File: config.mk
export PLATFORM = sky130hd
export DESIGN_NAME = hfw_back
export DESIGN_NICKNAME = d
export VERILOG_FILES = /design/src/rtl/assert_macros.svh /design/src/rtl/hfw_pkg.sv /design/src/rtl/hfw_back.sv
export SDC_FILE = /design/constraint.sdc
export NUM_CORES = 2
export LEC_CHECK = 0
export BUFFER_PORTS_ARGS = -buffer_cell sky130_fd_sc_hd__buf_2
export CORE_MARGIN = 2
export CORE_UTILIZATION = 60
export DETAILED_ROUTE_END_ITERATION = 7
export GPL_TIMING_DRIVEN = 0
export PLACE_DENSITY = 0.77
export SYNTH_ARGS = -nofsm -noshare
export SYNTH_HDL_FRONTEND = slang
export SYNTH_SLANG_ARGS = --single-unit
export TNS_END_PERCENT = 100
File: constraint.sdc
create_clock -name i_clk -period 4.6 [get_ports i_clk]
set_input_delay 0.23 -clock i_clk [delete_from_list [all_inputs] [get_ports i_clk]]
set_output_delay 0.23 -clock i_clk [all_outputs]
set_load 0.01 [all_outputs]
File: src/rtl/assert_macros.svh
// ----------------------------------------------------------------------------
// Assertion macros
// Shared concurrent assertion forms, clocked on i_clk and disabled in reset.
// ----------------------------------------------------------------------------
`ifndef ASSERT_MACROS_SVH
`define ASSERT_MACROS_SVH

`define HFW_ASSERT_NEVER(label, expr, msg) \
    label: assert property (@(posedge i_clk) disable iff (!i_rst_n) !(expr)) \
        else $error(msg);

`define HFW_ASSERT_IMPLY(label, ante, cons, msg) \
    label: assert property (@(posedge i_clk) disable iff (!i_rst_n) (ante) |-> (cons)) \
        else $error(msg);

`endif

File: src/rtl/hfw_pkg.sv
// ----------------------------------------------------------------------------
// hfw_pkg
// Shared types and constants of the homography forward warp.
// ----------------------------------------------------------------------------
`default_nettype none

package hfw_pkg;

    localparam int MAX_DIM_DEF = 4096;
    localparam int MID_DEPTH   = 8;

    localparam int PROD_W  = 45;
    localparam int SUM_W   = 47;
    localparam int MAG_W   = 46;
    localparam int MAGN_W  = 52;
    localparam int CMP_W   = 64;
    localparam int COORD_W = 12;
    localparam int SIZE_W  = 13;

    localparam logic [2:0] CFG_LIN0   = 3'd0;
    localparam logic [2:0] CFG_LIN1   = 3'd1;
    localparam logic [2:0] CFG_TRANS  = 3'd2;
    localparam logic [2:0] CFG_PERSP  = 3'd3;
    localparam logic [2:0] CFG_SCALE  = 3'd4;
    localparam logic [2:0] CFG_WIDTH  = 3'd5;
    localparam logic [2:0] CFG_HEIGHT = 3'd6;

    localparam logic [63:0] RST_LIN0  = 64'h0100_0000_0000_0000;
    localparam logic [63:0] RST_LIN1  = 64'h0000_0000_0100_0000;
    localparam logic [63:0] RST_TRANS = 64'h0;
    localparam logic [63:0] RST_PERSP = 64'h0;
    localparam logic [31:0] RST_SCALE = 32'h0100_0000;
    localparam logic [SIZE_W-1:0] RST_SIZE = 13'd4096;

    typedef struct packed {
        logic [7:0] blue;
        logic [7:0] green;
        logic [7:0] red;
    } t_pixel;

    typedef struct packed {
        logic signed [31:0] h00;
        logic signed [31:0] h01;
        logic signed [31:0] h02;
        logic signed [31:0] h10;
        logic signed [31:0] h11;
        logic signed [31:0] h12;
        logic signed [31:0] h20;
        logic signed [31:0] h21;
        logic signed [31:0] h22;
    } t_coef;

    typedef struct packed {
        logic [MAGN_W-1:0] mag_nx;
        logic [MAGN_W-1:0] mag_ny;
        logic [MAG_W-1:0]  mag_w;
        logic              ok;
        t_pixel            pix;
    } t_mid_item;

    typedef struct packed {
        logic [COORD_W-1:0] dst_x;
        logic [COORD_W-1:0] dst_y;
        logic               valid;
        t_pixel             pix;
    } t_out_item;

endpackage

`default_nettype wire

File: src/rtl/hfw_back.sv
// ----------------------------------------------------------------------------
// hfw_back
// Pipelined restoring divider, one quotient bit per stage, followed by the
// image bounds check.
// ----------------------------------------------------------------------------
`default_nettype none

module hfw_back #(
    parameter int MAX_DIM   = hfw_pkg::MAX_DIM_DEF,
    parameter int OUT_DEPTH = 16
) (
    input  wire                         i_clk,
    input  wire                         i_rst_n,
    input  wire                         i_mid_empty,
    input  hfw_pkg::t_mid_item          i_mid_item,
    output logic                        o_mid_pop,
    input  wire [hfw_pkg::SIZE_W-1:0]   i_width,
    input  wire [hfw_pkg::SIZE_W-1:0]   i_height,
    input  wire                         i_credit_ret,
    output logic                        o_out_push,
    output hfw_pkg::t_out_item          o_out_item
);

    localparam int QW  = $clog2(MAX_DIM);
    localparam int CW  = $clog2(OUT_DEPTH + 1);
    localparam int NW  = hfw_pkg::MAGN_W;
    localparam int MW  = hfw_pkg::MAG_W;
    localparam int XW  = hfw_pkg::CMP_W;
    localparam int LW  = 17;

    logic [CW-1:0]      r_cnt;
    logic [CW-1:0]      n_cnt;

    logic               r_v   [QW+1];
    logic [NW-1:0]      r_rx  [QW+1];
    logic [NW-1:0]      r_ry  [QW+1];
    logic [MW-1:0]      r_w   [QW+1];
    logic               r_ok  [QW+1];
    hfw_pkg::t_pixel    r_pix [QW+1];
    logic [QW-1:0]      r_qx  [QW+1];
    logic [QW-1:0]      r_qy  [QW+1];

    logic [XW-1:0]      wsh;
    logic               ok0;
    logic [LW-1:0]      lim_w, lim_h;
    logic               valid;

    assign o_mid_pop = !i_mid_empty && (r_cnt != CW'(OUT_DEPTH));

    always_comb begin
        n_cnt = r_cnt + CW'(o_mid_pop) - CW'(i_credit_ret);
    end

    always_ff @(posedge i_clk) begin
        if (!i_rst_n) begin
            r_cnt <= '0;
        end else begin
            r_cnt <= n_cnt;
        end
    end

    always_comb begin
        wsh = XW'(i_mid_item.mag_w) << QW;
        ok0 = i_mid_item.ok && (XW'(i_mid_item.mag_nx) < wsh)
              && (XW'(i_mid_item.mag_ny) < wsh);
    end

    always_ff @(posedge i_clk) begin
        if (!i_rst_n) begin
            r_v[0] <= 1'b0;
        end else begin
            r_v[0] <= o_mid_pop;
        end
    end

    always_ff @(posedge i_clk) begin
        r_rx[0]  <= i_mid_item.mag_nx;
        r_ry[0]  <= i_mid_item.mag_ny;
        r_w[0]   <= i_mid_item.mag_w;
        r_ok[0]  <= ok0;
        r_pix[0] <= i_mid_item.pix;
        r_qx[0]  <= '0;
        r_qy[0]  <= '0;
    end

    for (genvar k = 1; k <= QW; k++) begin : g_stage
        logic [XW-1:0] t;
        logic          gx;
        logic          gy;

        always_comb begin
            t  = XW'(r_w[k-1]) << (QW - k);
            gx = XW'(r_rx[k-1]) >= t;
            gy = XW'(r_ry[k-1]) >= t;
        end

        always_ff @(posedge i_clk) begin
            if (!i_rst_n) begin
                r_v[k] <= 1'b0;
            end else begin
                r_v[k] <= r_v[k-1];
            end
        end

        always_ff @(posedge i_clk) begin
            r_rx[k]  <= gx ? NW'(XW'(r_rx[k-1]) - t) : r_rx[k-1];
            r_ry[k]  <= gy ? NW'(XW'(r_ry[k-1]) - t) : r_ry[k-1];
            r_w[k]   <= r_w[k-1];
            r_ok[k]  <= r_ok[k-1];
            r_pix[k] <= r_pix[k-1];
            r_qx[k]  <= {r_qx[k-1][QW-2:0], gx};
            r_qy[k]  <= {r_qy[k-1][QW-2:0], gy};
        end
    end

    always_comb begin
        lim_w = (LW'(i_width) > LW'(MAX_DIM)) ? LW'(MAX_DIM) : LW'(i_width);
        lim_h = (LW'(i_height) > LW'(MAX_DIM)) ? LW'(MAX_DIM) : LW'(i_height);
        valid = r_ok[QW] && (LW'(r_qx[QW]) < lim_w) && (LW'(r_qy[QW]) < lim_h);
        o_out_item.dst_x = valid ? hfw_pkg::COORD_W'(r_qx[QW]) : '0;
        o_out_item.dst_y = valid ? hfw_pkg::COORD_W'(r_qy[QW]) : '0;
        o_out_item.valid = valid;
        o_out_item.pix   = r_pix[QW];
    end

    assign o_out_push = r_v[QW];

endmodule

`default_nettype wire
[Word-level counts from Yosys, hierarchy flattened]
Memory sizes are Yosys's and may differ from the RTL's.
Index checks and enable logic that the tools add are counted.
Word-level totals
  bits of input ports: 205
  bits in registers: 5
  logic and storage cells: 128
  bits in writable memories: 2600
  output and inout bits: 51
  memories kept: 8
Memory list
  r_rx: words 13, width 52, rd ports 12, clocked after Yosys merged registers in 0, write ports 13, RTL line hfw_back.sv:35  | logic [NW-1:0] r_rx [QW+1];
  r_ry: words 13, width 52, rd ports 12, clocked after Yosys merged registers in 0, write ports 13, RTL line hfw_back.sv:36  | logic [NW-1:0] r_ry [QW+1];
  r_w: words 13, width 46, rd ports 12, clocked after Yosys merged registers in 0, write ports 13, RTL line hfw_back.sv:37  | logic [MW-1:0] r_w [QW+1];
  r_pix: words 13, width 24, rd ports 13, clocked after Yosys merged registers in 0, write ports 13, RTL line hfw_back.sv:39  | hfw_pkg::t_pixel r_pix [QW+1];
  r_qx: words 13, width 12, rd ports 13, clocked after Yosys merged registers in 0, write ports 13, RTL line hfw_back.sv:40  | logic [QW-1:0] r_qx [QW+1];
  r_qy: words 13, width 12, rd ports 13, clocked after Yosys merged registers in 0, write ports 13, RTL line hfw_back.sv:41  | logic [QW-1:0] r_qy [QW+1];
  2 more memories
Cells by class
  eq/ne operators: 1
  order comparisons: 30
  $add $sub $neg: 26
  reduce and logical (&&, ||, !) cells: 6
  multiplexer cells: 43
  bitwise gates (word level): 13
Operators with widths (number)
  $mux 52: 24
  $sub 52x52->52: 12
  $lt 52x58->1: 2
  $ge 52x57->1: 2
  $ge 52x56->1: 2
  $ge 52x55->1: 2
  $ge 52x54->1: 2
  $ge 52x53->1: 2
  $ge 52x46->1: 2
  $ge 52x47->1: 2
  $ge 52x48->1: 2
  $ge 52x49->1: 2
  $ge 52x50->1: 2
  $ge 52x51->1: 2
  $ge 52x52->1: 2
  $sub 52x46->52: 2
  $sub 52x47->52: 2
  $sub 52x48->52: 2
  $sub 52x49->52: 2
  $sub 52x50->52: 2
  $sub 52x51->52: 2
  $lt 12x17->1: 2
  $gt 13x13->1 const B: 2
  $mux 13: 2
  8 further kinds: 39

[Logic depth before layout (Yosys ltp)]
  depth in word-level cells: 6
  depth in mapped cells: 18
  mapped depth without buffers: 15

[Worst setup path after synthesis]
No wires, ideal clock.
  path kind: flip-flop to flip-flop
  start: memory r_rx[0][11] (netlist bit)
  end: memory r_rx[1][44] (netlist bit)
  stages on the path, launching flop included: 17
  setup slack: 1.012 ns
  buffers on the path: 1
  period minus slack after synthesis: 3.588 ns
  setup time: 0.121 ns
  arrival: 3.467 ns
  required time: 4.479 ns
  path through: dfxtp_1 > inv_1 > ha_1 > fa_1 > nand2b_1 > a21boi_1 > o21ai_0 > a2111oi_2 > nor4_1 > o21ai_1 > a31oi_1 > o22ai_2 > o21a_1 > o2111ai_1 > a21oi_2 > buf_2 > mux2_2
RTL lines (RTL line)
  start: declaration: hfw_back.sv:35

==> results.sh <==
export IMPL_run_status="finished with violations"
export IMPL_violations="design-rule violations, max-capacitance violations, max-slew violations, negative setup slack"
export IMPL_insertion_delay_ns=0.94
export IMPL_yosysSeqAreaShare_pct=39.47
export IMPL_final_min_clock_period_ns=5.674
export IMPL_yosysWarnings=0
export IMPL_cts_buffers_inserted=225
export IMPL_max_vdd_ir_drop_mv=0.4206
export IMPL_grt_start_max_net_pins=20
export IMPL_synth_cell_types=106
export IMPL_total_switching_power_uw=36160
export IMPL_dr_total_vias=103100
export IMPL_nNetsFinal=15230
export IMPL_cp_end_kind="register"
export IMPL_layout_filler_cells=14140
export IMPL_grt_first_pass_wirelength_mm=614.2
export IMPL_die_area_mm2=0.1979
export IMPL_worst_path_slowest_cell="sky130_fd_sc_hd__o21ai_0"
export IMPL_cts_clk_slew_worst_paths_ns=0.07
export IMPL_syn_instance_count=12960
export IMPL_place_hpwl_mm=312.9
export IMPL_chipWidth_um=444.9
export IMPL_clkPwrFrac_pct=22.8
export IMPL_fraction_of_registers_with_async_set_reset_pct=0
export IMPL_synth_edf_count=0
export IMPL_synth_fp_nets=14370
export IMPL_post_route_cells_drive_above_1_share_pct=9.699
export IMPL_drtPass1Iterations=8
export IMPL_cp_common_cell="sky130_fd_sc_hd__o21ai_0"
export IMPL_layout_area_overhead_vs_synth_pct=15.14
export IMPL_overflow=0
export IMPL_design_portCount=256
export IMPL_cp_slowest_stage_delay_ns=1.12
export IMPL_clock_tree_root_cell="sky130_fd_sc_hd__clkbuf_16"
export IMPL_clock_sinks=2299
export IMPL_worstHoldPathType="in2reg"
export IMPL_power_density_mw_per_mm2=657.0
export IMPL_multi_input_combinational_cell_area_mm2=0.06647
export IMPL_fin_worst_hold_slack_ns=0.02540
export IMPL_syn_area_cell_um2=8.998
export IMPL_drtAntennaViolNets=0
export IMPL_power_sequential_fraction_pct=30.9
export IMPL_report_final_slew_viol_count=2
export IMPL_timing_critical_path_required_ns=5.40
export IMPL_hold_violations=0
export IMPL_critPathKind="reg2reg"
export IMPL_yosys_most_used_dff="sky130_fd_sc_hd__dfxtp_1"
export IMPL_grt_pass1_vias=106600
export IMPL_drcViolationCount=132
export IMPL_cp_arrival_ns=6.47
export IMPL_h_tree_levels=4
export IMPL_place_inst=15740
export IMPL_path_cells="inv_1 -> ha_1 -> nor2b_1 -> o21ai_0 -> a21boi_0 -> o21a_1 -> o21ai_0 -> a31oi_2 -> a21oi_1 -> o21ai_1 -> a21oi_1 -> o21ai_0 -> xnor2_1 -> mux2_2"
export IMPL_drtIter0Drc=9943
export IMPL_layout_worst_path_cycle_share_pct=123.4
export IMPL_max_cap_viol_count=1
export IMPL_grt_antenna_before_repair=21
export IMPL_power_share_switching_pct=40.99
export IMPL_worstSetupStartpointType="register"
export IMPL_fp_coreArea_mm2=0.1928
export IMPL_sequential_cell_area_mm2=0.04602
export IMPL_tritoncts="done"
export IMPL_crit_buf_inv=1
export IMPL_leakagePower_uw=0.06189
export IMPL_postRouteWirelength_mm=417.6
export IMPL_intPower_uw=52060
export IMPL_post_synth_instance_area_mm2=0.1166
export IMPL_port_buffer_count=255
export IMPL_fin_skew_ns=0.06052
export IMPL_clock_fmax_mhz=176.2
export IMPL_stdcell_count=16570
export IMPL_max_slew_margin_pct=-12.86
export IMPL_worst_slew_pin_transition_ns=1.681
export IMPL_worst_path_max_fanout=5
export IMPL_clockBufferDepth=3
export IMPL_wl_per_cell_um=25.20
export IMPL_place_congestion=1.089
export IMPL_setup_viol_count_final=229
export IMPL_number_of_placement_rows=161
export IMPL_grt_setup_unrepaired="yes"
export IMPL_power_combinational_fraction_pct=46.3
export IMPL_ys_ff_latch=2299
export IMPL_initial_utilization_pct=60.49
export IMPL_fin_ws_ns=-1.074
export IMPL_vias_per_cell=6.225
export IMPL_cpLargestDelayFamily="compound AO/OA/AOI/OAI gates"
export IMPL_groute_usage_overall_pct=40.44
export IMPL_die_h_um=444.9
==> layout make-up <==
class,count,share of cell area [%]
clock inverter,131,1.396
clock buffer,294,4.714
sequential,2299,34.28
buffer,417,1.472
multi-input combinational,9363,49.51
antenna,20,0.03727
timing repair buffer,638,3.780
tap,2526,2.354
inverter,880,2.462
==> power by group through the flow <==
stage,Combinational (uW),Sequential [uW],Clock (uW)
5_1_grt,44200,27500,20900
2_1_floorplan,28200,26200,0
6_report,40900,27300,20100
4_1_cts,39200,27100,20000
3_3_place_gp,37200,27300,0
3_5_place_dp,38000,27400,0
==> worst register-to-register path, delay by kind of cell (launching register included) <==
family | cells | cell delay (ns)
adder cells (fa/ha/maj) | 1 | 0.38
XOR/XNOR | 1 | 0.15
AO/OA/AOI/OAI | 9 | 3.68
flip-flops | 1 | 0.73
AND/OR/NAND/NOR | 1 | 0.15
multiplexers | 1 | 0.27
buffers and inverters | 1 | 0.19
==> placed cells by master (no fill, tap or decap), types with 26 or more instances in the layout <==
cell type                       instances
sky130_fd_sc_hd__a211oi_1              63
sky130_fd_sc_hd__clkbuf_1             289
sky130_fd_sc_hd__and3_1                92
sky130_fd_sc_hd__buf_4                 60
sky130_fd_sc_hd__o21bai_1             150
sky130_fd_sc_hd__nor2_1               809
sky130_fd_sc_hd__mux2_2               292
sky130_fd_sc_hd__clkbuf_8              44
sky130_fd_sc_hd__xor2_1               364
sky130_fd_sc_hd__a31oi_1               97
sky130_fd_sc_hd__nand3_1              216
sky130_fd_sc_hd__inv_1                877
sky130_fd_sc_hd__o21ai_1               35
sky130_fd_sc_hd__dfxtp_1             2299
sky130_fd_sc_hd__clkbuf_16            225
sky130_fd_sc_hd__clkinv_2              40
sky130_fd_sc_hd__and4_1                26
sky130_fd_sc_hd__a21o_1               701
sky130_fd_sc_hd__nor2b_1              167
sky130_fd_sc_hd__a21boi_0              44
sky130_fd_sc_hd__o21ai_0              814
sky130_fd_sc_hd__o21a_1               120
sky130_fd_sc_hd__nand4_1              235
sky130_fd_sc_hd__buf_2                307
sky130_fd_sc_hd__xnor2_1              547
sky130_fd_sc_hd__ha_1                1179
sky130_fd_sc_hd__bufinv_16             29
sky130_fd_sc_hd__nor4_1                55
sky130_fd_sc_hd__and2_1                79
sky130_fd_sc_hd__a221oi_1              28
sky130_fd_sc_hd__o31ai_1               48
sky130_fd_sc_hd__nor3_1               117
sky130_fd_sc_hd__a211o_1               31
sky130_fd_sc_hd__or3_1                 30
sky130_fd_sc_hd__dlygate4sd3_1        345
sky130_fd_sc_hd__a21oi_1             1322
sky130_fd_sc_hd__nand2b_1             155
sky130_fd_sc_hd__o211ai_1              48
sky130_fd_sc_hd__nand2_1              935
==> state kept, by name, indices dropped and copies added (netlist names) <==
signal and count:
r_rx 624, r_ry 624, r_w 552, r_pix 312, r_qx 78, r_qy 78, r_ok 13, r_v 13
r_cnt 5
==> Yosys cell counts (32+ instances only) <==
cell	count	area share (%)
sky130_fd_sc_hd__nor4_1	71	0.38
sky130_fd_sc_hd__nand2_1	937	3.0
sky130_fd_sc_hd__ha_1	1180	13
sky130_fd_sc_hd__clkbuf_1	299	0.96
sky130_fd_sc_hd__o21ai_0	832	3.6
sky130_fd_sc_hd__nand4_1	235	1.3
sky130_fd_sc_hd__and2_1	79	0.42
sky130_fd_sc_hd__xor2_1	364	2.7
sky130_fd_sc_hd__xnor2_1	547	4.1
sky130_fd_sc_hd__a21boi_0	46	0.30
sky130_fd_sc_hd__dfxtp_1	2299	39
sky130_fd_sc_hd__a21oi_1	1338	5.7
sky130_fd_sc_hd__nor2b_1	168	0.90
sky130_fd_sc_hd__nor3_1	126	0.54
sky130_fd_sc_hd__a211oi_1	70	0.45
sky130_fd_sc_hd__inv_1	877	2.8
sky130_fd_sc_hd__o211ai_1	48	0.31
sky130_fd_sc_hd__o31ai_1	57	0.37
sky130_fd_sc_hd__a21o_1	701	4.5
sky130_fd_sc_hd__buf_2	72	0.31
sky130_fd_sc_hd__o21ai_1	37	0.16
sky130_fd_sc_hd__o21bai_1	150	0.97
sky130_fd_sc_hd__and3_1	92	0.49
sky130_fd_sc_hd__a31oi_1	104	0.56
sky130_fd_sc_hd__a221oi_1	32	0.24
sky130_fd_sc_hd__o21a_1	120	0.77
sky130_fd_sc_hd__mux2_2	292	2.8
sky130_fd_sc_hd__nand3_1	216	0.93
sky130_fd_sc_hd__nor2_1	812	2.6
sky130_fd_sc_hd__nand2b_1	156	0.84
==> stage by stage <==
stage | power, uW | instance area (um^2) | util (%) | setup WS (ns) | TNS, ns
2_1_floorplan | 54380 | 116600 | - | 1.012 | 0
3_3_place_gp | 64510 | 121100 | 62.79 | -1.589 | -686.90
3_5_place_dp | 65440 | 121100 | 62.82 | -1.594 | -622.27
4_1_cts | 86320 | 133600 | 69.32 | 0.003962 | 0
5_1_grt | 92590 | 134200 | 69.63 | -0.9959 | -29.57
6_report | 88220 | 134300 | 69.65 | -1.074 | -31.96
==> final timing paths <==
| path | to | cells past startpoint | slack, ns | start |
|---|---|---|---|---|
| min | r_rx[0][12] | 2 | 0.03 | i_mid_item[135] |
| min reg2reg | r_qy[1][20] | 0 | 0.31 | r_qy[1][7] |
| max reg2reg | r_ry[0][151] | 14 | -1.07 | r_w[1][1] |
| max | r_ry[0][151] | 14 | -1.07 | r_w[1][1] |
==> kinds of logic (layout without fill, tap and decap cells) <==
| kind of cell | Yosys count | after routing | synth area share, % |
|---|---|---|---|
| and+or+nand+nor | 3068 | 3068 | 12.56 |
| xor gates and xnor gates | 911 | 911 | 6.842 |
| adders and majority gates | 1203 | 1203 | 13.06 |
| DFF | 2299 | 2299 | 39.47 |
| buffers and inverters | 1298 | 2360 | 4.345 |
| muxes | 327 | 327 | 3.173 |
| other | 0 | 20 | 0 |
| AOI/OAI and AO/OA | 3854 | 3854 | 20.56 |
==> per-layer routing <==
| layer | wire length, um | up-vias | share of wire, % | global-route usage [%] |
|---|---|---|---|---|
| met3 | 25570 | 2210 | 6.1 | 5.746 |
| li1 | - | 47550 | - | - |
| met4 | 53940 | 8 | 13 | 43.56 |
| met5 | 55 | - | 0.013 | 0 |
| met1 | 137500 | 47660 | 33 | 38.52 |
| met2 | 200500 | 5702 | 48 | 71.83 |
==> repair_timing <==
item / 4_1_cts / 5_1_grt
resized for setup: 184 / 124
endpoints found under the setup margin: 982 / 643
buffers inserted: 20 / 16
endpoints found under the hold margin: 192 / 0
pin swaps: 18 / 19
hold buffers: 345 / 0
No activity file was read; power rests on OpenSTA's default activity.
