`config.mk`:
```
export PLATFORM = sky130hd
export DESIGN_NAME = hfw_fifo
export DESIGN_NICKNAME = d
export VERILOG_FILES = /design/src/rtl/assert_macros.svh /design/src/rtl/hfw_pkg.sv /design/src/rtl/hfw_fifo.sv
export SDC_FILE = /design/constraint.sdc
export NUM_CORES = 1
export LEC_CHECK = 0
export BUFFER_PORTS_ARGS = -buffer_cell sky130_fd_sc_hd__buf_2
export CAP_MARGIN = 20
export CELL_PAD_IN_SITES_DETAIL_PLACEMENT = 1
export CELL_PAD_IN_SITES_GLOBAL_PLACEMENT = 1
export CORE_MARGIN = 2
export CORE_UTILIZATION = 56
export CTS_BUF_LIST = sky130_fd_sc_hd__clkbuf_8
export DETAILED_ROUTE_END_ITERATION = 8
export PLACE_DENSITY = 0.82
export REMOVE_ABC_BUFFERS = 1
export SLEW_MARGIN = 20
export SYNTH_ARGS = -nofsm -noshare
export SYNTH_HDL_FRONTEND = slang
export SYNTH_SLANG_ARGS = --single-unit
```
`constraint.sdc`:
```
create_clock -name i_clk -period 28.7 [get_ports i_clk]
set_input_delay 5.74 -clock i_clk [delete_from_list [all_inputs] [get_ports i_clk]]
set_output_delay 5.74 -clock i_clk [all_outputs]
set_load 0.01 [all_outputs]
```
`src/rtl/assert_macros.svh`:
```
// ----------------------------------------------------------------------------
// Assertion macros
// Shared concurrent assertion forms, clocked on i_clk and disabled in reset.
// ----------------------------------------------------------------------------
`ifndef ASSERT_MACROS_SVH
`define ASSERT_MACROS_SVH

`define HFW_ASSERT_NEVER(label, expr, msg) \
    label: assert property (@(posedge i_clk) disable iff (!i_rst_n) !(expr)) \
        else $error(msg);

`define HFW_ASSERT_IMPLY(label, ante, cons, msg) \
    label: assert property (@(posedge i_clk) disable iff (!i_rst_n) (ante) |-> (cons)) \
        else $error(msg);

`endif

```
`src/rtl/hfw_pkg.sv`:
```
// ----------------------------------------------------------------------------
// hfw_pkg
// Shared types and constants of the homography forward warp.
// ----------------------------------------------------------------------------
`default_nettype none

package hfw_pkg;

    localparam int MAX_DIM_DEF = 4096;
    localparam int MID_DEPTH   = 8;

    localparam int PROD_W  = 45;
    localparam int SUM_W   = 47;
    localparam int MAG_W   = 46;
    localparam int MAGN_W  = 52;
    localparam int CMP_W   = 64;
    localparam int COORD_W = 12;
    localparam int SIZE_W  = 13;

    localparam logic [2:0] CFG_LIN0   = 3'd0;
    localparam logic [2:0] CFG_LIN1   = 3'd1;
    localparam logic [2:0] CFG_TRANS  = 3'd2;
    localparam logic [2:0] CFG_PERSP  = 3'd3;
    localparam logic [2:0] CFG_SCALE  = 3'd4;
    localparam logic [2:0] CFG_WIDTH  = 3'd5;
    localparam logic [2:0] CFG_HEIGHT = 3'd6;

    localparam logic [63:0] RST_LIN0  = 64'h0100_0000_0000_0000;
    localparam logic [63:0] RST_LIN1  = 64'h0000_0000_0100_0000;
    localparam logic [63:0] RST_TRANS = 64'h0;
    localparam logic [63:0] RST_PERSP = 64'h0;
    localparam logic [31:0] RST_SCALE = 32'h0100_0000;
    localparam logic [SIZE_W-1:0] RST_SIZE = 13'd4096;

    typedef struct packed {
        logic [7:0] blue;
        logic [7:0] green;
        logic [7:0] red;
    } t_pixel;

    typedef struct packed {
        logic signed [31:0] h00;
        logic signed [31:0] h01;
        logic signed [31:0] h02;
        logic signed [31:0] h10;
        logic signed [31:0] h11;
        logic signed [31:0] h12;
        logic signed [31:0] h20;
        logic signed [31:0] h21;
        logic signed [31:0] h22;
    } t_coef;

    typedef struct packed {
        logic [MAGN_W-1:0] mag_nx;
        logic [MAGN_W-1:0] mag_ny;
        logic [MAG_W-1:0]  mag_w;
        logic              ok;
        t_pixel            pix;
    } t_mid_item;

    typedef struct packed {
        logic [COORD_W-1:0] dst_x;
        logic [COORD_W-1:0] dst_y;
        logic               valid;
        t_pixel             pix;
    } t_out_item;

endpackage

`default_nettype wire

```
`src/rtl/hfw_fifo.sv`:
```
// ----------------------------------------------------------------------------
// hfw_fifo
// Small first-in first-out queue of register entries.
// ----------------------------------------------------------------------------
`default_nettype none

module hfw_fifo #(
    parameter int DEPTH = hfw_pkg::MID_DEPTH,
    parameter type t_item = hfw_pkg::t_mid_item
) (
    input  wire   i_clk,
    input  wire   i_rst_n,
    input  wire   i_push,
    input  t_item i_data,
    input  wire   i_pop,
    output logic  o_empty,
    output logic  o_full,
    output t_item o_data
);

    localparam int AW = $clog2(DEPTH);

    t_item            r_mem [DEPTH];
    logic [AW-1:0]    r_wr;
    logic [AW-1:0]    r_rd;
    logic [AW:0]      r_cnt;
    logic [AW-1:0]    n_wr;
    logic [AW-1:0]    n_rd;
    logic [AW:0]      n_cnt;
    logic             do_push;
    logic             do_pop;

    assign o_empty = (r_cnt == '0);
    assign o_full  = (r_cnt == (AW+1)'(DEPTH));
    assign o_data  = r_mem[r_rd];
    assign do_push = i_push && !o_full;
    assign do_pop  = i_pop && !o_empty;

    always_comb begin
        n_wr  = do_push ? r_wr + 1'b1 : r_wr;
        n_rd  = do_pop ? r_rd + 1'b1 : r_rd;
        n_cnt = r_cnt + (AW+1)'(do_push) - (AW+1)'(do_pop);
    end

    always_ff @(posedge i_clk) begin
        if (!i_rst_n) begin
            r_wr  <= '0;
            r_rd  <= '0;
            r_cnt <= '0;
        end else begin
            r_wr  <= n_wr;
            r_rd  <= n_rd;
            r_cnt <= n_cnt;
        end
    end

    always_ff @(posedge i_clk) begin
        if (do_push) begin
            r_mem[r_wr] <= i_data;
        end
    end

endmodule

`default_nettype wire

```
Yosys cells after proc, flatten, opt, wreduce, memory -nomap -nowiden
Memory sizes are Yosys's and may differ from the RTL's. A register that Yosys moved wholly into a read port is not among the register bits.
Cells that the tools add are included.
- register bits: 10
- bits in latches: 0
- memory bits (writable): 1400
- bits in read-only memories: 0
- input bits: 179
- output and inout port bits: 177
- word-level logic and storage cells: 18
- memories kept: 1
- add/sub/neg operators: 4
- $mul: 0
- div/mod/pow operators: 0
- magnitude comparators: 0
- equal/unequal tests: 1
- shift-type cells: 0
- mux-type cells: 4
- bitwise gates (word level): 0
- reductions and logical operators: 5
- memory list (memory ; words ; bits a word ; read ports ; clocked after memory_dff ; write ports ; RTL line ; source):
    r_mem ; 8 ; 175 ; 1 ; 1 ; 1 ; hfw_fifo.sv:23 ; t_item r_mem [DEPTH];
- operators with widths (kind ; number):
    adder 3 x 1 -> 3 bit (second input constant) ; 2
    two-way mux 3 bit ; 2
    adder 4 x 1 -> 4 bit ; 1
    == test 4 bit (second input constant) ; 1
    logical NOT 4 bit ; 1
    subtractor 4 x 1 -> 4 bit ; 1
    logical AND 1 bit ; 2
    logical NOT 1 bit ; 2
    two-way mux 1 bit ; 2

Depth between registers and ports, before layout
Gate-level depths: netlist of run 1.
- word-level depth: 5
- mapped depth: 11
- mapped depth without buffers: 10

Worst setup path before layout of run 1
No wires, ideal clock.
- kind: input port to flip-flop
- from: input i_push
- to: memory r_mem[0][0] in the netlist's numbering (enable)
- setup time: 1141 ps
- data arrival time: 22435 ps
- required time: 27559 ps
- slack: 5124 ps
- cell stages on the path: 2
- buffers on the path: 0
- path through: nand2_1 > nor4_1
- word-level cells in the longest chain between the ends: 3
- RTL lines (what ; RTL line ; source):
    start, declared ; hfw_fifo.sv:13 ; input wire i_push,
    logical AND 1 bit ; hfw_fifo.sv:36 ; assign do_push = i_push && !o_full;
    two-way mux 1 bit ; hfw_fifo.sv:58 ; if (do_push) begin
    two-way mux 1 bit (implied by the code) ; hfw_fifo.sv:59 ; r_mem[r_wr] <= i_data;
    end, declared ; hfw_fifo.sv:23 ;
No other way between the ends.

==> metrics.md, run 1 <==
| Metric | Value |
|---|---|
| Commonest non-fill, non-tap cell in the layout | sky130_fd_sc_hd__edfxtp_1 |
| Setup fix buffers added after clock tree synthesis | 0 |
| Syn avg cell area | 25.3 sq um |
| Number of distinct library cells after synthesis | 28 |
| Vias | 24300 |
| Std cell rows | 113 |
| Maximum cell stage delay along the critical path | 820 ps |
| First-pass GRT wire length | 177000 um |
| I/O Pins | 356 |
| RD Place Congestion | 0.713 |
| # H-tree levels | 4 |
| Proportion of layout cells with a drive suffix above 1 | 0.426 |
| Number of cells produced by synthesis | 2101 |
| Share of the clock period used by the worst path | 0.410 |
| Number of global-route vias before repair | 27300 |
| Aggregate negative setup slack | 0 ps |
| Xor-xnor portion of the synthesized cell area | 0.000329 |
| Total iterations of the first detailed-routing run | 5 |
| Post-synthesis mux area share | 0.186 |
| Most used DFF post-synth | sky130_fd_sc_hd__edfxtp_1 |
| Gr ovfl total | 0 |
| Post-route total power | 0.00483 W |
| Critical path fanouts, max | 49 |
| Area overhead of the layout relative to synthesis | 13.2% |
| Max cap viols | 0 |
| Cell repeated most along the worst path | sky130_fd_sc_hd__buf_4 |
| Post-synth EDFFs | 1400 |
| Fmax | 0.0850 GHz |
| Clock sink count | 1413 |
| Worst Hold Margin | 528 ps |
| Power density cells | 80.3 nW/um^2 |
| Final layout net count | 2799 |
| Setup repair after global routing missed its margin | no |
| Worst setup path category | flop to primary output |
| Post-route antenna net violation count | 0 |
| Hold violation total from the final report | 0 |
| Root buf cell | sky130_fd_sc_hd__clkbuf_8 |
| Master of the slowest instance on the critical path | sky130_fd_sc_hd__buf_4 |
| Outcome | finished clean |
| Simple logic cell fraction of the synthesized area | 0.00336 |
| Clock network latency to the later pin of the worst-skew pair | 870 ps |
| Share of the yosys chip area belonging to registers | 0.795 |
| Compound-gate portion of the synthesized area | 0.000846 |
| Die height | 312 um |
| Final number of setup-violating endpoints | 0 |
| Worst voltage drop across the vdd grid | 0.0507 mV |
| Worst hold path class | flop to flop |
| Relative max-transition margin | 0.255 |
| Share of async-settable or async-resettable flops after synthesis | 0 |
| Synth area leaders | sky130_fd_sc_hd__edfxtp_1 (79%), sky130_fd_sc_hd__mux4_2 (15%), sky130_fd_sc_hd__mux2_2 (3.7%) |
| Dominant combinational cell family by area after synthesis | multiplexers |
| Global routing usage summed across all routing layers | 0.249 |
| Clk pin slew, worst setup/hold paths | 60 ps |
| Commonest cells after routing, fill and taps aside | sky130_fd_sc_hd__edfxtp_1 (1400), sky130_fd_sc_hd__buf_2 (355), sky130_fd_sc_hd__mux4_2 (350) |
| Critical Path, Cell by Cell | buf_4 > buf_4 > buf_6 > buf_4 > mux4_2 > mux2_2 > buf_2 |
| Largest net degree at the start of global routing | 129 |
| Floorplan die area | 97500 sq um |
| Critical Path RT | 22960 ps |
| Placeable core region | 94600 sq um |
| Final Critical Period | 11760 ps |
| Number of input and output port buffers inserted | 355 |
| TritonCTS clock tree | done |
| Data arrival time of the worst path | 6020 ps |
| Die width | 312 um |
| Number of DRC violations after detailed routing | 0 |
| Number of design-rule violations left by the first detailed-router iteration | 2315 |
| Maximum clock skew at final layout | 37.4 ps |
| Leakage | 19.3 nW |
| Max clock buf depth | 3 |
| Resized Gates After CTS | 0 |
| Initial core utilization | 0.563 |
| Startpoint type of the worst setup path | flop |
| Final slew viol count | 0 |
| Number of vias per cell | 5.98 |
| Pin slew with the least headroom to its limit | 1120 ps |
| Post-Route WL | 119000 um |
| YS warnings | 0 |
| Share of the synthesized area in the top cell type | 0.790 |
| Placed wire-length estimate after detailed placement | 63800 um |
| CTS Hold Buffers Added | 0 |
| TritonCTS Buffers | 217 |
| Synthesized flop and latch total | 1413 |
| Type of element capturing the critical path | primary output |
| Dominant cell type by area after synthesis | sky130_fd_sc_hd__edfxtp_1 |
| Wire length per cell | 29.2 um |
| Synthesized area | 53200 sq um |
| Number of antenna violations at the first check in global routing | 30 |
| Adder-Cell Fraction of Synth Area | 0.00202 |
## sequential cells by signal, summed over array words and instances (netlist names), named ones only
signal  cells
r_cnt       4
r_rd        3
r_wr        3
r_mem    1400
## cells by family (layout without fill, tap and decap cells)
logic type	count (synthesis)	after routing
mux	532	532
xor+xnor	2	2
fa+ha+maj	8	8
buf+inv	104	792
compound gates	7	7
flops	1413	1413
other cells	0	10
simple gates	35	35
## layout make-up
type	instances	area [sq um]
well taps	1265	1580
repair buffers	391	2140
diodes	10	25.0
clock inverters	176	803
clock buffers	220	3030
multi-input cells	584	10300
flip-flops and latches	1413	42300
fillers	7662	34400
inverters	5	18.8
## power by group
part,switching [W],internal [W],total [W]
combinational,0.000477,0.000420,0.000897
clock,0.000762,0.000722,0.00148
sequential,0.0000498,0.00240,0.00245
## metal layers
layer | vias up | wire length, um | global-route usage
met4 | 40 | 2780 | 0.0799
met2 | 878 | 60700 | 0.412
met1 | 13000 | 47000 | 0.330
met5 | - | 239 | 0
met3 | 243 | 7820 | 0.0602
li1 | 10100 | - | -
## worst paths after layout
| kind | cells after the start | endpoint | slack, ps | startpoint |
|---|---|---|---|---|
| worst max-delay path | 7 | o_data[174] | 16940 | flop |
| worst min-delay path | 2 | r_rd[0] | 530 | r_rd[0] |
| worst min register to register | 2 | r_rd[0] | 530 | r_rd[0] |
| worst max register to register | 7 | r_mem[7][17] | 24670 | r_cnt[2] |
## critical path, delay by kind of cell, from the launching register on
family   cells  cell delay (ps)
flops        1              790
mux          2              890
buf+inv      5             3240
## synthesized netlist by cell type, drive strengths merged (2+ instances only)
library cell	instances
ha	7
xnor2	2
dfxtp	13
nor2	3
nor3	4
buf	62
mux4	350
edfxtp	1400
and2	3
inv	5
clkbuf	37
nand2b	5
nand2	12
a21boi	3
mux2	175
or3	2
o21ai	2
nor2b	2
mux2i	7
## per-stage QoR
| step | setup slack (ps) | instances | instance area (sq um) | utilization |
|---|---|---|---|---|
| 3_3_place_gp | 17440 | 3658 | 56400 | 0.596 |
| 2_1_floorplan | 5120 | 2002 | 52600 | - |
| 6_report | 16940 | 4064 | 60200 | 0.637 |
| 5_1_grt | 16250 | 4063 | 60200 | 0.637 |
| 4_1_cts | 16280 | 4054 | 60200 | 0.636 |
| 3_5_place_dp | 17280 | 3658 | 56400 | 0.596 |
No activity file was read; power rests on OpenSTA's default activity.
==> run 2: changes to the inputs <==
clock period = 11.15 ns   (was 28.7 ns; I/O delays follow)
==> run 2 against run 1 <==
Sequential power grew to 2.6 times the previous value. Wire length decreased by 1.1%. Clock skew down 4.4 ps. Die area unchanged. Design area is essentially flat. Sequential share of layout area is essentially flat. Critical path type unchanged. Critical endpoint is now o_data[155]. Largest power group unchanged.
==> metrics.md, run 2 (same netlist as run 1, synthesis figures left out) <==
| Metric | Value |
|---|---|
| Outcome | finished clean (unchanged) |
| Aggregate negative setup slack | 0 ps (unchanged) |
| Origin of the worst min-delay path | r_rd[1] (was r_rd[0]) |
| Biggest register | r_mem (unchanged) |
| Share of the clock period used by the worst path | 0.607 |
| # H-tree levels | 4 (unchanged) |
| Total placed cells including tap cells | 3664 (was 3658) |
| Floorplan die area | 97500 sq um (unchanged) |
| CTS Hold Buffers Added | 0 (unchanged) |
| Number of cells on the worst hold path | 2 (unchanged) |
| Number of design-rule violations left by the first detailed-router iteration | 1976 (was 2315) |
| Initial core utilization | 0.563 (unchanged) |
| Worst voltage drop across the vdd grid | 0.176 mV (was 0.0507 mV) |
| Die width | 312 um (unchanged) |
| Leakage | 19.3 nW (about the same) |
| Number of input and output port buffers inserted | 355 (unchanged) |
| Commonest non-fill, non-tap cell in the layout | sky130_fd_sc_hd__edfxtp_1 (unchanged) |
| RD Place Congestion | 0.729 (was 0.713) |
| Number of DRC violations after detailed routing | 0 (unchanged) |
| Clock sink count | 1413 (unchanged) |
| Fmax | 0.148 GHz |
| Clock network latency to the later pin of the worst-skew pair | 860 ps (was 870 ps) |
| Post-route antenna net violation count | 0 (unchanged) |
| Commonest cells after routing, fill and taps aside | sky130_fd_sc_hd__edfxtp_1 (1400), sky130_fd_sc_hd__buf_2 (355), sky130_fd_sc_hd__mux4_2 (350) (unchanged) |
| Setup fix buffers added after clock tree synthesis | 0 (unchanged) |
| Capture instance of the worst register-to-register path | r_mem[2][96] (was r_mem[7][17]) |
| Logic depth of the worst register-to-register path | 7 (unchanged) |
| Global routing usage summed across all routing layers | 0.246 (was 0.249) |
| Hold violation total from the final report | 0 (unchanged) |
| Largest net degree at the start of global routing | 111 (was 129) |
| Max cap viols | 0 (unchanged) |
| First-pass GRT wire length | 175000 um (was 177000 um) |
| Pin slew with the least headroom to its limit | 1090 ps (was 1120 ps) |
| Post-route total power | 0.0124 W (was 0.00483 W) |
| Critical Path RT | 8920 ps (was 22960 ps) |
| Worst setup path category | flop to primary output (unchanged) |
| Worst Hold Margin | 550 ps (was 528 ps) |
| Proportion of layout cells with a drive suffix above 1 | 0.426 (about the same) |
| Startpoint type of the worst setup path | flop (unchanged) |
| Final Critical Period | 6770 ps |
| Setup repair after global routing missed its margin | no (unchanged) |
| Area overhead of the layout relative to synthesis | 13.1% (was 13.2%) |
| Wire length per cell | 28.8 um (was 29.2 um) |
| Power density cells | 206 nW/um^2 (was 80.3 nW/um^2) |
| TritonCTS Buffers | 215 (was 217) |
| Instance area at placement | 56400 sq um (about the same) |
| TritonCTS clock tree | done (unchanged) |
| Placed wire-length estimate after detailed placement | 64300 um (was 63800 um) |
| Area of all placed cells without fillers | 60200 sq um (about the same) |
| Vias | 24200 (was 24300) |
| Gr ovfl total | 0 (unchanged) |
| Total iterations of the first detailed-routing run | 5 (unchanged) |
| Root buf cell | sky130_fd_sc_hd__clkbuf_8 (unchanged) |
| Type of element capturing the critical path | primary output (unchanged) |
| Post-Route WL | 117000 um (was 119000 um) |
| Largest registers | r_mem: 1400 flops, r_cnt: 4 flops (unchanged) |
| Critical path fanouts, max | 46 (was 49) |
| Data arrival time of the worst path | 4540 ps (was 6020 ps) |
| Final slew viol count | 0 (unchanged) |
| Number of vias per cell | 5.95 (was 5.98) |
| Placeable core region | 94600 sq um (unchanged) |
| Number of global-route vias before repair | 27100 (was 27300) |
| Maximum clock skew at final layout | 33.0 ps (was 37.4 ps) |
| Clk pin slew, worst setup/hold paths | 60 ps (about the same) |
| Final number of setup-violating endpoints | 0 (unchanged) |
| Resized Gates After CTS | 0 (unchanged) |
| Max clock buf depth | 3 (unchanged) |
| Launch point of the worst reg-to-reg path | r_cnt[2] (unchanged) |
| I/O Pins | 356 (unchanged) |
| Max FFs per register | 1400 (unchanged) |
| Worst hold path class | flop to flop (unchanged) |
| Die height | 312 um (unchanged) |
| Capture endpoint of the worst hold path | r_rd[1] (was r_rd[0]) |
| Std cell rows | 113 (unchanged) |
| Non-filler cells, final | 4065 (was 4064) |
| Number of antenna violations at the first check in global routing | 21 (was 30) |
| Final layout net count | 2803 (was 2799) |
| Fill count | 7606 (was 7662) |
| Register-to-Register Setup Slack | 7320 ps (was 24670 ps) |
| Relative max-transition margin | 0.272 (was 0.255) |
## run 2: cell types whose count changed in the layout (fill, tap and decap cells not counted)
| cell | before | now |
|---|---|---|
| sky130_fd_sc_hd__buf_12 | 7 | 4 |
| sky130_fd_sc_hd__clkinv_2 | 29 | 21 |
| sky130_fd_sc_hd__inv_12 | 0 | 1 |
| sky130_fd_sc_hd__clkbuf_8 | 220 | 218 |
| sky130_fd_sc_hd__clkinv_1 | 64 | 57 |
| sky130_fd_sc_hd__buf_4 | 27 | 37 |
| sky130_fd_sc_hd__bufinv_16 | 1 | 2 |
| sky130_fd_sc_hd__inv_8 | 3 | 2 |
| sky130_fd_sc_hd__clkinvlp_4 | 4 | 3 |
| sky130_fd_sc_hd__clkinv_8 | 3 | 2 |
| sky130_fd_sc_hd__inv_1 | 76 | 84 |
| sky130_fd_sc_hd__buf_6 | 2 | 1 |
| sky130_fd_sc_hd__diode_2 | 10 | 13 |
| sky130_fd_sc_hd__inv_6 | 1 | 3 |
## run 2: how the worst max path moves through the flow
stage | from | end | slack [ps] | cells after the start
after floorplan | i_push | r_mem[0][0] | -8920 | 2
after global placement | flop | o_data[162] | 5260 | 5
after detailed placement | flop | o_data[92] | 5190 | 5
after CTS | flop | o_data[155] | 4120 | 5
after global routing | flop | o_data[155] | 3930 | 5
final | flop | o_data[155] | 4380 | 5
## run 2: cell type report
| class | count | area, sq um | share of cell area |
|---|---|---|---|
| Antenna cell | 13 | 32.5 | 0.000540 |
| Clock buffer | 218 | 3000 | 0.0498 |
| Clock inverter | 170 | 796 | 0.0132 |
| Inverter | 5 | 18.8 | 0.000312 |
| Multi-Input combinational cell | 584 | 10300 | 0.171 |
| Sequential cell | 1413 | 42300 | 0.703 |
| Tap cell | 1265 | 1580 | 0.0263 |
| Timing Repair Buffer | 397 | 2150 | 0.0356 |
## run 2: power by group
group          switching [W]  internal [W]
Clock                0.00194       0.00186
Combinational        0.00122       0.00108
Sequential          0.000136       0.00618
## run 2: metal layers
metal,share of wire,GRT usage
met2,0.52,0.414
met4,0.028,0.0938
met5,0.0012,0
met3,0.063,0.0549
met1,0.39,0.315
## run 2: worst max-delay path, cell delays in order (launching register included)
cell,delay (ps)
sky130_fd_sc_hd__dfxtp_4,950
sky130_fd_sc_hd__buf_4,860
sky130_fd_sc_hd__buf_4,650
sky130_fd_sc_hd__mux4_2,640
sky130_fd_sc_hd__mux2_2,320
sky130_fd_sc_hd__buf_2,150
## run 2: per-stage QoR
stage	setup WS (ps)	util
finish	4380	0.637
floorplan	-8920	-
global route	3930	0.636
detailed placement	5190	0.596
global placement	5260	0.596
CTS	4120	0.636
==> run 3: changes to the inputs <==
clock period = 7.1 ns   (was 11.15 ns; I/O delays follow)
==> run 3 against run 2 <==
Clock skew down 2.1 ps. Setup slack lost 2300 ps. Cell count fell by 0.44%. Sequential power up 57%. Critical path depth fell by 1. Die area is the same. Combinational power is 58% higher. Highest routed layer unchanged.
==> metrics.md, run 3 (same netlist as run 1, synthesis figures left out) <==
| Metric | Value |
|---|---|
| Pin slew with the least headroom to its limit | 993 ps (was 1090 ps) |
| Hold violation total from the final report | 0 (unchanged) |
| Clock share of power | 0.308 (was 0.306) |
| Final slew viol count | 0 (unchanged) |
| Part of the total power dissipated in sequential elements | 0.507 (was 0.509) |
| Area of all placed cells without fillers | 60400 sq um (was 60200 sq um) |
| Die height | 312 um (unchanged) |
| RD Place Congestion | 0.722 (was 0.729) |
| Data arrival time of the worst path | 3630 ps (was 4540 ps) |
| Critical Path RT | 5680 ps (was 8920 ps) |
| Area used by sequential logic in the layout | 42300 sq um (unchanged) |
| Instance area at placement | 56500 sq um (was 56400 sq um) |
| Area overhead of the layout relative to synthesis | 13.4% (was 13.1%) |
| Placeable core region | 94600 sq um (unchanged) |
| Worst hold path class | flop to flop (unchanged) |
| Number of global-route vias before repair | 27200 (was 27100) |
| Clock sink count | 1413 (unchanged) |
| Leakage | 19.3 nW (about the same) |
| Switching component of the power | 0.00518 W (was 0.00329 W) |
| Total iterations of the first detailed-routing run | 5 (unchanged) |
| TritonCTS Buffers | 212 (was 215) |
| Std cell rows | 113 (unchanged) |
| Resized Gates After CTS | 0 (unchanged) |
| Relative max-transition margin | 0.334 (was 0.272) |
| Startpoint type of the worst setup path | flop (unchanged) |
| Family with the most delay on the worst path | flip-flops (was buffers and inverters) |
| Maximum cell stage delay along the critical path | 990 ps (was 950 ps) |
| Placed wire-length estimate after detailed placement | 63800 um (was 64300 um) |
| Critical path fanouts, max | 74 (was 46) |
| Clk pin slew, worst setup/hold paths | 60 ps (about the same) |
| Type of element capturing the critical path | primary output (unchanged) |
| Number of design-rule violations left by the first detailed-router iteration | 2073 (was 1976) |
| Die width | 312 um (unchanged) |
| Final layout net count | 2795 (was 2803) |
| Setup repair after global routing missed its margin | no (unchanged) |
| Setup slack after layout | 2050 ps (was 4380 ps) |
| Share of the clock period used by the worst path | 0.712 |
| Aggregate negative setup slack | 0 ps (unchanged) |
| Commonest non-fill, non-tap cell in the layout | sky130_fd_sc_hd__edfxtp_1 (unchanged) |
| Root buf cell | sky130_fd_sc_hd__clkbuf_8 (unchanged) |
| Final Critical Period | 5050 ps |
| Maximum clock skew at final layout | 31.0 ps (was 33.0 ps) |
| Master of the slowest instance on the critical path | sky130_fd_sc_hd__dfxtp_4 (unchanged) |
| Initial core utilization | 0.563 (unchanged) |
| Outcome | finished clean (unchanged) |
| Largest registers | r_mem: 1400 flops, r_cnt: 4 flops (unchanged) |
| CTS Hold Buffers Added | 0 (unchanged) |
| Post-Place Worst Slack | 2870 ps (was 5190 ps) |
| Fill count | 7597 (was 7606) |
| Switching Fraction | 0.264 (was 0.265) |
| I/O Pins | 356 (unchanged) |
| Commonest cells after routing, fill and taps aside | sky130_fd_sc_hd__edfxtp_1 (1400), sky130_fd_sc_hd__buf_2 (355), sky130_fd_sc_hd__mux4_2 (350) (unchanged) |
| Global routing usage summed across all routing layers | 0.244 (was 0.246) |
| First-pass GRT wire length | 174000 um (was 175000 um) |
| Largest net degree at the start of global routing | 141 (was 111) |
| Number of DRC violations after detailed routing | 0 (unchanged) |
| Setup fix buffers added after clock tree synthesis | 0 (unchanged) |
| Worst voltage drop across the vdd grid | 0.300 mV (was 0.176 mV) |
| Biggest register | r_mem (unchanged) |
| Pint | 0.0144 W (was 0.00913 W) |
| Vias | 24200 (about the same) |
| Area of the multi-input gates | 10300 sq um (unchanged) |
| Clock network latency to the later pin of the worst-skew pair | 880 ps (was 860 ps) |
| Wire length per cell | 28.8 um (about the same) |
| Max clock buf depth | 3 (unchanged) |
| Gr ovfl total | 0 (unchanged) |
| Number of vias per cell | 5.97 (was 5.95) |
| Worst setup path category | flop to primary output (unchanged) |
| Fmax | 0.198 GHz |
| # H-tree levels | 4 (unchanged) |
| Number of input and output port buffers inserted | 355 (unchanged) |
| Power density cells | 325 nW/um^2 (was 206 nW/um^2) |
| Post-route antenna net violation count | 0 (unchanged) |
| Critical Path, Cell by Cell | buf_12 > mux4_2 > mux2_2 > buf_2 (was buf_4 > buf_4 > mux4_2 > mux2_2 > buf_2) |
| Sum of buffers and inverters on the critical path | 2 (was 3) |
| TritonCTS clock tree | done (unchanged) |
| Final number of setup-violating endpoints | 0 (unchanged) |
| Portion of total power attributed to combinational logic | 0.185 (about the same) |
| Max cap viols | 0 (unchanged) |
| Floorplan die area | 97500 sq um (unchanged) |
| Proportion of layout cells with a drive suffix above 1 | 0.430 (was 0.426) |
| Number of antenna violations at the first check in global routing | 24 (was 21) |
| Post-Route WL | 117000 um (about the same) |
| Max FFs per register | 1400 (unchanged) |
[run 3: cell count changes in the layout (fill, tap and decap cells not counted), sizes merged, moves of 3 or more]
cell	previous run	this run
clkinv	80	89
buf	397	392
diode	13	10
clkbuf	218	214
inv	90	71
bufinv	2	5
[run 3: layout make-up]
| class | count | area share |
|---|---|---|
| antenna | 10 | 0.000414 |
| clock buffer | 214 | 0.0488 |
| clock inverter | 164 | 0.0144 |
| inverter | 5 | 0.000311 |
| multi-input combinational | 584 | 0.171 |
| sequential | 1413 | 0.701 |
| tap | 1265 | 0.0262 |
| timing repair buffer | 392 | 0.0382 |
[run 3: worst paths after layout]
kind,slack [ps],to,startpoint,depth (start not counted)
max reg2reg,3910,r_mem[1][148],r_cnt[2],7
min reg2reg,520,flop,r_rd[2],2
min,520,flop,r_rd[2],2
max,2050,o_data[13],flop,4
[run 3: worst reg2reg max path, cell delays in order (launching register included)]
cell                      delay (ps)
sky130_fd_sc_hd__dfxtp_1         310
sky130_fd_sc_hd__inv_1            70
sky130_fd_sc_hd__ha_1            200
sky130_fd_sc_hd__or3b_2          220
sky130_fd_sc_hd__nand2_1         310
sky130_fd_sc_hd__nor3_2          440
sky130_fd_sc_hd__buf_4           580
sky130_fd_sc_hd__buf_4           640
[run 3: power groups by stage]
stage | clock (W) | sequential (W) | combinational [W]
floorplan | 0 | 0.0105 | 0.00264
global placement | 0 | 0.0100 | 0.00355
detailed placement | 0 | 0.0101 | 0.00367
CTS | 0.00619 | 0.00994 | 0.00370
global route | 0.00650 | 0.00998 | 0.00386
finish | 0.00604 | 0.00994 | 0.00363
[run 3: per-stage QoR]
stage,std cells,hold WS (ps),total power (W),utilization
after floorplan,2002,460,0.0131,-
after global placement,3659,473,0.0136,0.598
after detailed placement,3659,514,0.0138,0.598
after CTS,4037,514,0.0198,0.638
after global routing,4043,536,0.0203,0.638
final,4047,518,0.0196,0.638
[run 3: layer usage]
metal  global-route usage  up-vias  wire length, um
met1                0.318    12900            45600
met2                0.409      925            60500
met3               0.0559      212             7550
met4               0.0875       18             2990
li1                     -    10100                -
met5                    0        -              116
